## config.mk

```make
export PLATFORM = sky130hd
export DESIGN_NAME = block_sorter_ascending
export DESIGN_NICKNAME = d
export VERILOG_FILES = /design/src/rtl/bsa_pkg.sv /design/src/rtl/block_sorter_ascending.sv /design/src/rtl/bsa_cell.sv
export VERILOG_INCLUDE_DIRS = /design/src /design/src/rtl
export SDC_FILE = /design/constraint.sdc
export NUM_CORES = 2
export LEC_CHECK = 0
export ABC_AREA = 1
export BUFFER_PORTS_ARGS = -buffer_cell sky130_fd_sc_hd__buf_4
export CAP_MARGIN = 20
export CORE_ASPECT_RATIO = 0.7
export CORE_MARGIN = 2
export CORE_UTILIZATION = 50
export CTS_BUF_LIST = sky130_fd_sc_hd__clkbuf_4 sky130_fd_sc_hd__clkbuf_8
export CTS_CLUSTER_SIZE = 10
export DETAILED_ROUTE_END_ITERATION = 16
export PLACE_DENSITY = 0.75
export RECOVER_POWER = 25
export SLEW_MARGIN = 20
export SYNTH_ARGS = -nofsm -noshare
export SYNTH_HDL_FRONTEND = slang
export SYNTH_SLANG_ARGS = --single-unit
```

## constraint.sdc

```tcl
create_clock -name i_clk -period 6.59 [get_ports i_clk]
set_clock_uncertainty 0.2 [all_clocks]
set_input_delay 0.659 -clock i_clk [delete_from_list [all_inputs] [get_ports i_clk]]
set_output_delay 0.659 -clock i_clk [all_outputs]
set_load 0.02 [all_outputs]
```

## src/rtl/block_sorter_ascending_assert.svh

```systemverilog
// Assertion macros used by the block sorter RTL.
// Depends on nothing; included by the file that carries assertions.
`ifndef BLOCK_SORTER_ASCENDING_ASSERT_SVH
`define BLOCK_SORTER_ASCENDING_ASSERT_SVH

// A condition that must hold at every clock edge outside reset.
`define BSA_ASSERT_ALWAYS(label, clk, rst_n, cond, msg) \
    label: assert property (@(posedge clk) disable iff (!rst_n) (cond)) else $error(msg);

// A consequence that must hold in the cycle of its trigger.
`define BSA_ASSERT_SAME(label, clk, rst_n, ante, cons, msg) \
    label: assert property (@(posedge clk) disable iff (!rst_n) (ante) |-> (cons)) \
        else $error(msg);

// A consequence that must hold in the cycle after its trigger.
`define BSA_ASSERT_NEXT(label, clk, rst_n, ante, cons, msg) \
    label: assert property (@(posedge clk) disable iff (!rst_n) (ante) |=> (cons)) \
        else $error(msg);

`endif

```

## src/rtl/bsa_pkg.sv

```systemverilog
// Shared types for the block sorter: input and output words and cell control.
// Depends on nothing.
`default_nettype none

package bsa_pkg;

    localparam int unsigned VALUE_W = 32;

    typedef struct packed {
        logic signed [VALUE_W-1:0] value;
        logic                      last_in;
    } t_in_word;

    typedef struct packed {
        logic signed [VALUE_W-1:0] sorted_value;
        logic                      last_out;
        logic                      overflow;
    } t_out_word;

    // Per-cycle command broadcast to every cell of the chain.
    typedef struct packed {
        logic insert;
        logic pop;
    } t_cell_ctl;

endpackage

`default_nettype wire

```

## src/rtl/block_sorter_ascending.sv

```systemverilog
// Block sorter: loads a block of signed words and returns them in ascending order.
// Depends on bsa_pkg, bsa_cell and block_sorter_ascending_assert.svh.
//
// Usage:
//   Input words arrive on i_in_valid / o_in_ready with i_in_word; last_in closes a block.
//   Each accepted word is inserted into its place in a row of CAPACITY sorting cells,
//   so loading runs at one word per cycle. Words beyond CAPACITY are dropped and the
//   whole block is then marked with overflow.
//   After the closing word is accepted the block drains from the head cell, one
//   result word per cycle on o_out_valid / i_out_ready with o_out_word while the
//   receiver takes them; the first result reaches the output register once the state
//   has switched to draining and that register is free. The final word carries last_out.
//   o_in_ready is low while draining and rises once the final result is in the output
//   register, so the next block can load while that word waits.
//   A stalled receiver holds the output register and pauses the drain.
//   Reset (i_rst_n low, synchronous) empties every cell, clears the overflow flag
//   and the output valid flag, and returns the block to loading.
`default_nettype none
`include "block_sorter_ascending_assert.svh"

module block_sorter_ascending #(
    parameter int unsigned CAPACITY = 16
) (
    input  wire logic               i_clk,
    input  wire logic               i_rst_n,
    input  wire logic               i_in_valid,
    output logic                    o_in_ready,
    input  wire bsa_pkg::t_in_word  i_in_word,
    output logic                    o_out_valid,
    input  wire logic               i_out_ready,
    output bsa_pkg::t_out_word      o_out_word
);

    typedef enum logic {
        ST_LOAD,
        ST_DRAIN
    } t_state;

    t_state              r_state;
    t_state              n_state;
    logic                r_dropped;
    logic                n_dropped;
    logic                r_out_valid;
    logic                n_out_valid;
    bsa_pkg::t_out_word  r_out_word;
    bsa_pkg::t_out_word  n_out_word;

    bsa_pkg::t_cell_ctl  w_ctl;
    logic                w_accept;
    logic                w_full;

    logic signed [bsa_pkg::VALUE_W-1:0] w_cell_value [CAPACITY];
    logic [CAPACITY-1:0]                w_cell_valid;
    logic [CAPACITY-1:0]                w_cell_move;

    assign o_in_ready = (r_state == ST_LOAD);
    assign w_accept   = i_in_valid && o_in_ready;
    assign w_full     = w_cell_valid[CAPACITY-1];

    assign w_ctl.insert = w_accept && !w_full;
    assign w_ctl.pop    = (r_state == ST_DRAIN) && (!r_out_valid || i_out_ready);

    genvar gi;
    generate
        for (gi = 0; gi < CAPACITY; gi++) begin : g_cell
            logic signed [bsa_pkg::VALUE_W-1:0] w_prev_value;
            logic                               w_prev_valid;
            logic                               w_prev_move;
            logic signed [bsa_pkg::VALUE_W-1:0] w_next_value;
            logic                               w_next_valid;

            if (gi == 0) begin : g_head
                assign w_prev_value = i_in_word.value;
                assign w_prev_valid = 1'b1;
                assign w_prev_move  = 1'b0;
            end else begin : g_body
                assign w_prev_value = w_cell_value[gi-1];
                assign w_prev_valid = w_cell_valid[gi-1];
                assign w_prev_move  = w_cell_move[gi-1];
            end

            if (gi == CAPACITY - 1) begin : g_tail
                assign w_next_value = '0;
                assign w_next_valid = 1'b0;
            end else begin : g_inner
                assign w_next_value = w_cell_value[gi+1];
                assign w_next_valid = w_cell_valid[gi+1];
            end

            bsa_cell u_cell (
                .i_clk        (i_clk),
                .i_rst_n      (i_rst_n),
                .i_ctl        (w_ctl),
                .i_new_value  (i_in_word.value),
                .i_prev_value (w_prev_value),
                .i_prev_valid (w_prev_valid),
                .i_prev_move  (w_prev_move),
                .i_next_value (w_next_value),
                .i_next_valid (w_next_valid),
                .o_value      (w_cell_value[gi]),
                .o_valid      (w_cell_valid[gi]),
                .o_move       (w_cell_move[gi])
            );
        end
    endgenerate

    always_comb begin
        n_state     = r_state;
        n_dropped   = r_dropped;
        n_out_valid = r_out_valid;
        n_out_word  = r_out_word;
        case (r_state)
            ST_LOAD: begin
                if (i_out_ready) begin
                    n_out_valid = 1'b0;
                end
                if (w_accept) begin
                    if (w_full) begin
                        n_dropped = 1'b1;
                    end
                    if (i_in_word.last_in) begin
                        n_state = ST_DRAIN;
                    end
                end
            end
            ST_DRAIN: begin
                if (w_ctl.pop) begin
                    // The head cell leaves; the block ends when nothing follows it.
                    n_out_valid             = 1'b1;
                    n_out_word.sorted_value = w_cell_value[0];
                    n_out_word.last_out     = !w_cell_valid[1];
                    n_out_word.overflow     = r_dropped;
                    if (!w_cell_valid[1]) begin
                        n_state   = ST_LOAD;
                        n_dropped = 1'b0;
                    end
                end else if (i_out_ready) begin
                    n_out_valid = 1'b0;
                end
            end
            default: begin
                n_state = ST_LOAD;
            end
        endcase
    end

    always_ff @(posedge i_clk) begin
        if (!i_rst_n) begin
            r_state     <= ST_LOAD;
            r_dropped   <= 1'b0;
            r_out_valid <= 1'b0;
        end else begin
            r_state     <= n_state;
            r_dropped   <= n_dropped;
            r_out_valid <= n_out_valid;
            r_out_word  <= n_out_word;
        end
    end

    assign o_out_valid = r_out_valid;
    assign o_out_word  = r_out_word;

    `BSA_ASSERT_ALWAYS(a_cells_packed, i_clk, i_rst_n, ((w_cell_valid + CAPACITY'(1)) & w_cell_valid) == '0, "occupied cells are not contiguous from the head")
    `BSA_ASSERT_SAME(a_drain_nonempty, i_clk, i_rst_n, r_state == ST_DRAIN, w_cell_valid[0], "draining with an empty chain")
    `BSA_ASSERT_NEXT(a_close_starts_drain, i_clk, i_rst_n, w_accept && i_in_word.last_in, (r_state == ST_DRAIN) && w_cell_valid[0], "closing word did not start the drain")
    `BSA_ASSERT_SAME(a_load_holds_last, i_clk, i_rst_n, (r_state == ST_LOAD) && r_out_valid, r_out_word.last_out, "a word other than the last waits while loading")

endmodule

`default_nettype wire

```

## src/rtl/bsa_cell.sv

```systemverilog
// One compare-and-shift cell of the sorting chain.
// Depends on bsa_pkg for the value width and the control struct.
`default_nettype none

module bsa_cell (
    input  wire logic                              i_clk,
    input  wire logic                              i_rst_n,
    input  wire bsa_pkg::t_cell_ctl                i_ctl,
    input  wire logic signed [bsa_pkg::VALUE_W-1:0] i_new_value,
    input  wire logic signed [bsa_pkg::VALUE_W-1:0] i_prev_value,
    input  wire logic                              i_prev_valid,
    input  wire logic                              i_prev_move,
    input  wire logic signed [bsa_pkg::VALUE_W-1:0] i_next_value,
    input  wire logic                              i_next_valid,
    output logic signed [bsa_pkg::VALUE_W-1:0]      o_value,
    output logic                                   o_valid,
    output logic                                   o_move
);

    logic signed [bsa_pkg::VALUE_W-1:0] r_value;
    logic signed [bsa_pkg::VALUE_W-1:0] n_value;
    logic                               r_valid;
    logic                               n_valid;
    logic                               w_move;

    // A held value equal to the new one stays ahead of it, which keeps the order stable.
    assign w_move = !r_valid || (r_value > i_new_value);

    always_comb begin
        n_value = r_value;
        n_valid = r_valid;
        if (i_ctl.pop) begin
            n_value = i_next_value;
            n_valid = i_next_valid;
        end else if (i_ctl.insert) begin
            n_valid = r_valid || i_prev_valid;
            if (w_move) begin
                n_value = i_prev_move ? i_prev_value : i_new_value;
            end
        end
    end

    always_ff @(posedge i_clk) begin
        if (!i_rst_n) begin
            r_valid <= 1'b0;
        end else begin
            r_valid <= n_valid;
        end
    end

    always_ff @(posedge i_clk) begin
        r_value <= n_value;
    end

    assign o_value = r_value;
    assign o_valid = r_valid;
    assign o_move  = w_move;

endmodule

`default_nettype wire
```

==> impl_results.md <==
* FMAX at 186 MHz
* I/O Pins at 73
* #FFs+latches synth at 565
* Outcome: finished, violations left
* Final setup fails at 0
* Antenna Nets Post-Route at 0
* Grt met1 use at 45.3%
* Drt drc at 0
* Slew HR at -72.6%
* Detailed placement HPWL at 91700 µm
* Final min period at 5390 ps
* Register area share after synthesis at 39.2%
* Vias in the first global route at 37500
* Root buf cell: clkbuf_8
* Top Family by Delay on Critical Path: simple AND/OR/NAND/NOR gates
* CP max stage delay at 1840 ps
* Area of the mapped netlist at 42000 µm²
* Starting density of the core at 50.8%
* Core area at 82800 µm²
* EDFF count, synth at 514
* R2R setup slack at 1200 ps
* WP buf/inv at 2
* Ys Warns at 0
* Initial DRC count at 5198
* Largest net degree at the start of global routing at 152
* Most frequent cells in the layout: 1997 x nand2_1, 1001 x nand3_1, 642 x inv_1
* CTS Buffer Depth at 3
* Number of buffers added on ports at 72
* Initial antenna violation count at 3
* CP most frequent cell: nand2_1
* Simple-gate portion of the synthesized area at 32.7%
* GRT Resource Usage Total at 29.5%
* Die area at 86400 µm²
* Drt wl/cell at 18.7 µm
* TritonRoute pass-1 iters at 6
* RSZ-0062 raised after global routing: no
* GPL Wtd Cong at 0.898
* Setup tns final at 0 ps
* Row count at 88
* Commonest non-fill, non-tap cell in the layout: nand2_1
* Largest family of logic cells by synthesized area: simple AND/OR/NAND/NOR gates
* Clk_lat worst skew at 740 ps
* Setup crit start kind: flip-flop
* Setup CP Type: flip-flop to flip-flop
* GR Overflow Total at 0
* CP max stage cell: nand2_1
* Worst slew pin tran at 2580 ps
* Worst Path Required at 6980 ps
* Mapped Avg Cell Area at 7.48 µm²
* Critical path peak fanout at 75
* Synthesis-to-finish area growth at 8.72%
* Post-route insts no fill at 6818
* Tcrit/Tclk final at 81.8%
* Detailed-route via count at 39200
* Utilization after layout at 55.2%
* Violated checks: capacitance limit, slew limit
* First-pass GRT wire length at 204000 µm
* Crit path cell chain: nand2_1 -> nand2_1 -> clkbuf_2 -> buf_4 -> nand3_1 -> nand2_1
* Die Ht at 247 µm
* Leakage at 22.9 nW
* Gr busiest metal: met1
* TritonCTS clock tree: done
* WP data arrival at 5770 ps
* Final wirelength at 128000 µm
* Post-CTS Setup Inserts at 0
* Max-capacitance violation count at 4
* Synth Area in Compound Gates at 4.84%
* Placed insts at 6627
* Post-synthesis xor/xnor area fraction at 0%
* Final Net Count at 6130
* Pwr dens at 309 nW/µm²
* Worst Setup Slack post-DPL at 1760 ps
* Hold Path Class: input pin to flip-flop
* CTS Sinks at 565
* Post-CTS sizing at 0
* Synth unique cells at 36
* GRT met3 Usage at 7.30%
* Hold Vio Cnt, Final at 0
* Worst-path clk slew at 60 ps
* Max rail drop VDD at 0.195 mV
* Final Slew Violations at 229
* Syn Nets at 6134
* Mapped Cells at 5617
* WHS at 9.20 ps
* Post-Synth Adder-Cell Area at 14.3%
* Layout cells sized above 1 at 6.62%
* Htree depth at 3
* Worst setup margin at 1200 ps
* Mux contribution to synthesized area at 0%
* Post-synthesis async set-or-reset flop share at 0%
* DR vias/cell at 5.75
* TritonCTS Buffers at 96
* Critical Path End Type: flip-flop
* Post-CTS Hold Fix Bufs at 10
* Met2 Track Usage GR at 40.9%
* Post-synth top flop: edfxtp_1
* Die Wd at 351 µm
## tightest hold or removal path, delay by kind of cell
| family | cells | cell delay [ps] |
|---|---|---|
| buffers and inverters | 2 | 100 |
| and+or+nand+nor | 1 | 60 |
| AOI/OAI and AO/OA | 1 | 60 |
## through the flow
step	area [µm²]	power, mW
after floorplan	42000	9.18
after global placement	43800	10.5
after detailed placement	43800	10.7
after CTS	45800	14.0
after global routing	45700	15.1
final	45700	14.1
## power by group
group          switching, mW  internal [mW]
logic                   3.40           1.67
clock network           1.59           1.67
registers              0.740           5.06
## synth_stat cells, types with 13 or more instances
cell type  count  area, µm²
inv_1        644       2420
o21ai_0       88        440
nand2_2       32        200
a211oi_1      13       97.6
a31oi_1       16        100
nand2_1     1998       7500
dfxtp_1       51       1020
ha_1         480       6010
clkbuf_1     214        803
nand3_1     1001       5010
o21a_1        25        188
nor2_1       152        571
nand4_1       30        188
a21oi_1      222       1110
edfxtp_1     514      15400
buf_4         21        158
buf_2         50        250
## per-layer routing
layer / wire, µm / vias up / share of wire [%]
met3: 16300 / 163 / 13
met5: 13 / - / 0.010
met1: 58100 / 18300 / 46
li1: - / 18500 / -
met2: 51000 / 2182 / 40
met4: 2160 / 2 / 1.7
## cells by family after synthesis
family          Yosys count
compound gates          377
fa+ha+maj               480
buf+inv                 949
flops                   565
simple gates           3246
## final cells by class
class                      instances  area [µm²]
sequential                       565       16500
multi-input combinational       4103       22000
tap                             1125        1410
timing repair buffer             201        1520
fill                            7764       37100
inverter                         646        2430
clock inverter                    43         220
antenna                            1        2.50
clock buffer                     134        1660
## path summary, 6_finish.rpt
| path | startpoint | to | cells past startpoint |
|---|---|---|---|
| min reg2reg | r_dropped | o_out_word[0] | 0 |
| min | i_out_ready | o_out_valid | 4 |
| max | o_out_valid | g_cell[2].u_cell.o_value[7] | 6 |
| max reg2reg | o_out_valid | g_cell[2].u_cell.o_value[7] | 6 |
## flip-flops by register name, indices dropped and copies added (netlist names)
register               cells
r_dropped                  1
r_state                    1
o_out_valid                1
g_cell.u_cell.o_valid     16
o_out_word                34
g_cell.u_cell.o_value    512
(Power assumes the default switching activity.)
